### src/sv/sil_pkg.sv
package sil_pkg;

    localparam int CAPACITY_DEFAULT = 128;

    localparam logic [2:0] OP_INSERT  = 3'd0;
    localparam logic [2:0] OP_LOOKUP  = 3'd1;
    localparam logic [2:0] OP_DELETE  = 3'd2;
    localparam logic [2:0] OP_REPLACE = 3'd3;
    localparam logic [2:0] OP_CLEAR   = 3'd4;

    typedef enum logic [1:0] {
        ST_IDLE,
        ST_CMP,
        ST_SEARCH,
        ST_UPDATE
    } sil_state_t;

    typedef struct packed {
        logic compare;
        logic strict;
        logic ins;
        logic del;
        logic rep;
    } cell_ctrl_t;

endpackage

### src/sv/sil_cell.sv
module sil_cell import sil_pkg::*; #(
    parameter int CW    = 8,
    parameter int INDEX = 0
) (
    input  logic               clk,
    input  cell_ctrl_t         ctrl,
    input  logic [CW-1:0]      pos,
    input  logic [CW-1:0]      count,
    input  logic signed [31:0] key,
    input  logic signed [31:0] prev_value,
    input  logic signed [31:0] next_value,
    output logic signed [31:0] value,
    output logic               flag,
    output logic               equal
);

    localparam logic [CW-1:0] IDX = CW'(INDEX);

    logic signed [31:0] value_reg;
    logic signed [31:0] value_next;
    logic               flag_reg;
    logic               flag_next;
    logic               equal_reg;
    logic               equal_next;
    logic               in_list;

    assign in_list = IDX < count;

    always_comb
    begin
        value_next = value_reg;
        if (ctrl.ins)
        begin
            if (IDX > pos)
            begin
                value_next = prev_value;
            end
            else if (IDX == pos)
            begin
                value_next = key;
            end
        end
        else if (ctrl.del)
        begin
            if (IDX >= pos)
            begin
                value_next = next_value;
            end
        end
        else if (ctrl.rep)
        begin
            if (IDX == pos)
            begin
                value_next = key;
            end
        end
    end

    always_comb
    begin
        flag_next  = flag_reg;
        equal_next = equal_reg;
        if (ctrl.compare)
        begin
            flag_next  = in_list && (ctrl.strict ? (value_reg <= key) : (value_reg < key));
            equal_next = value_reg == key;
        end
    end

    always_ff @(posedge clk)
    begin
        value_reg <= value_next;
        flag_reg  <= flag_next;
        equal_reg <= equal_next;
    end

    assign value = value_reg;
    assign flag  = flag_reg;
    assign equal = equal_reg;

endmodule

### config.mk
export PLATFORM = sky130hd
export DESIGN_NAME = sil_cell
export DESIGN_NICKNAME = d
export VERILOG_FILES = /design/src/sv/sil_pkg.sv /design/src/sv/sil_cell.sv
export SDC_FILE = /design/constraint.sdc
export NUM_CORES = 1
export LEC_CHECK = 0
export ABC_AREA = 1
export BUFFER_PORTS_ARGS = -buffer_cell sky130_fd_sc_hd__buf_2
export CAP_MARGIN = 40
export CORE_MARGIN = 2
export CORE_UTILIZATION = 48
export CTS_CLUSTER_DIAMETER = 40
export DETAILED_ROUTE_END_ITERATION = 16
export PLACE_DENSITY = 0.93
export SLEW_MARGIN = 20
export SYNTH_ARGS = -nofsm -noshare
export SYNTH_HDL_FRONTEND = slang
export SYNTH_SLANG_ARGS = --single-unit
export TNS_END_PERCENT = 30
### constraint.sdc
create_clock -name clk -period 8.9 [get_ports clk]
set_input_delay 0.445 -clock clk [delete_from_list [all_inputs] [get_ports clk]]
set_output_delay 0.445 -clock clk [all_outputs]
set_load 0.1 [all_outputs]
==> impl_metrics.json <==
{
  "finalCriticalPeriod_ns": 1.99,
  "n_antenna_cell": 0,
  "leakage_uw": 0.00176,
  "ctsResizeCount": 0,
  "synth_area_leader_cell": "edfxtp_1",
  "slew_viol_final": 0,
  "async_reset_ff_share_pct": 0,
  "critPathLaunch": "pos[5]",
  "cp.arrival_ns": 1.99,
  "ys.flop_type": "edfxtp_1",
  "ir_worst_vdd_v": 0.0000898,
  "rr_endpoint": "flag",
  "cts_buffer_depth": 2,
  "fin_area_mm2": 0.00341,
  "slew_headroom_pct": 55.0,
  "std_cell_rows": 26,
  "syn_inst": 330,
  "drc": 0,
  "drtAntennaViolNets": 0,
  "grt_setup_unrepaired": "false",
  "grt_max_degree": 65,
  "cap_violations": 0,
  "drive_gt1_share_pct": 31.8,
  "synth_area_mm2": 0.00261,
  "crit_fanout": 64,
  "hold_viol": 0,
  "synth_area_leaders": "edfxtp_1 (39%), ha_1 (15%), a21oi_1 (15%)",
  "grt_pass1_vias": 2437,
  "critical_path_class": "in -> reg",
  "grt_pass1_wl_um": 10100,
  "port_buffers": 119,
  "die_area_mm2": 0.00605,
  "fin_nets": 596,
  "seqCellArea_mm2": 0.00102,
  "die_h_um": 77.8,
  "postCtsHoldBufs": 0,
  "clk_latency_ns": 0.28,
  "firstDrtPassIters": 4,
  "place_area_mm2": 0.00330,
  "htreeDepth": 2,
  "grt.total_usage_pct": 20.5,
  "wirelength_um": 6100,
  "yosysSeqAreaShare_pct": 39.1,
  "startpoint_type": "primary input",
  "fin_crit_sh_pct": 22.4,
  "drt-initial-drc-count": 124,
  "cts_tree": "done",
  "yosys_warnings": 0,
  "coreArea_mm2": 0.00517,
  "die_w_um": 77.8,
  "ys_top_cells_by_count": "nor2_1 (79), a21oi_1 (78), inv_1 (38)",
  "r2r_cells": 9,
  "clk_pin_slew_ns": 0.07,
  "status": "finished clean",
  "fillers": 457,
  "yosys.area.top_type_share_pct": 39.1,
  "cts_setup_buffers": 0,
  "multi_input_area_mm2": 0.00141,
  "hpwlAfterDp_um": 4850,
  "required_ns": 8.89,
  "vias": 2554,
  "syn_nets": 480,
  "worst-slew-pin-transition_ns": 0.673,
  "utilization_pct": 65.9,
  "r2r-start": "value[7]",
  "cts_inserted_buffers": 5,
  "ys_ff_latch": 34,
  "endpoint_kind": "flip-flop",
  "hold_class": "in -> reg",
  "largest_reg_flops": 32,
  "endpoint": "value[3]",
  "fin_total_pwr_uw": 591,
  "ys_types": 24,
  "clock_sinks": 34,
  "syn_to_final_growth_pct": 30.4,
  "finalClockSkew_ns": 0.00401,
  "cts-root-buf": "clkbuf_8",
  "routed_via_density": 4.94,
  "setup_viol": 0,
  "avgSynthCellArea_um2": 7.92,
  "ioPinCount": 152,
  "overflow": 0,
  "wire_per_inst_um": 11.8,
  "power_density_mw_per_mm2": 173,
  "fmax_mhz": 502,
  "grt_antenna_before_repair": 0,
  "place_congestion": 0.763,
  "tns_ns": 0,
  "r2r_setup_slack_ns": 7.01,
  "synthMostInstantiatedCell": "nor2_1",
  "synth-edff-count": 34,
  "start_util_pct": 50.5
}
stage by stage:
step	setup slack [ns]	hold slack [ns]	instances
after floorplan	5.11	0.557	330
after global placement	6.54	0.636	507
after detailed placement	6.59	0.654	509
after CTS	6.89	0.373	517
after global routing	6.77	0.374	517
final	6.91	0.382	517
worst min path at each step:
| stage | endpoint | slack (ns) | start | cells past startpoint |
|---|---|---|---|---|
| finish | flag | 0.38 | ctrl[4] | 1 |
| global placement | value[22] | 0.64 | value[22] | 2 |
| CTS | flag | 0.37 | ctrl[4] | 1 |
| floorplan | equal | 0.56 | ctrl[4] | 0 |
| detailed placement | value[19] | 0.65 | value[19] | 2 |
| global route | equal | 0.37 | ctrl[4] | 1 |
logic make-up after synthesis:
group                      count (synthesis)  share of synthesized area [%]
and+or+nand+nor                          127                           21.5
AOI/OAI and AO/OA                         84                           16.2
buffers and inverters                     52                           7.56
DFF                                       34                           39.1
adders and majority gates                 32                           15.3
muxes                                      1                          0.383
where the power goes:
part | switching, uW | internal [uW] | total, uW
sequential | 12.5 | 199 | 211
clock | 58.8 | 82.4 | 141
combinational | 179 | 59.4 | 238
total | 250 | 340 | 591
critical path, stage by stage:
cell,delay [ns]
buf_2,0.10
nor2_1,0.13
nand4_2,0.11
buf_4,0.33
o21ai_4,0.62
buf_8,0.25
metal layers:
layer | global-route usage, % | wire length [um]
met2 | 39.1 | 3060
met5 | 0 | 0
met1 | 23.2 | 2580
met3 | 3.72 | 420
met4 | 5.18 | 38
final cells by class:
class                      instances  area share, %
tap                               70           2.57
sequential                        34           30.0
clock buffer                       5           2.02
multi-input combinational        244           41.3
clock inverter                     3           1.17
timing repair buffer             122           18.7
inverter                          39           4.30
layout by cell type (no fill, tap or decap), types with 3 or more instances in the layout:
| cell | count |
|---|---|
| nand2_2 | 3 |
| nand3_1 | 3 |
| inv_1 | 38 |
| nand2_1 | 29 |
| edfxtp_1 | 34 |
| a21oi_1 | 78 |
| nor2_1 | 79 |
| buf_2 | 119 |
| o21ai_0 | 4 |
| clkbuf_8 | 5 |
| ha_1 | 32 |
No activity file was read; power rests on OpenSTA's default activity.
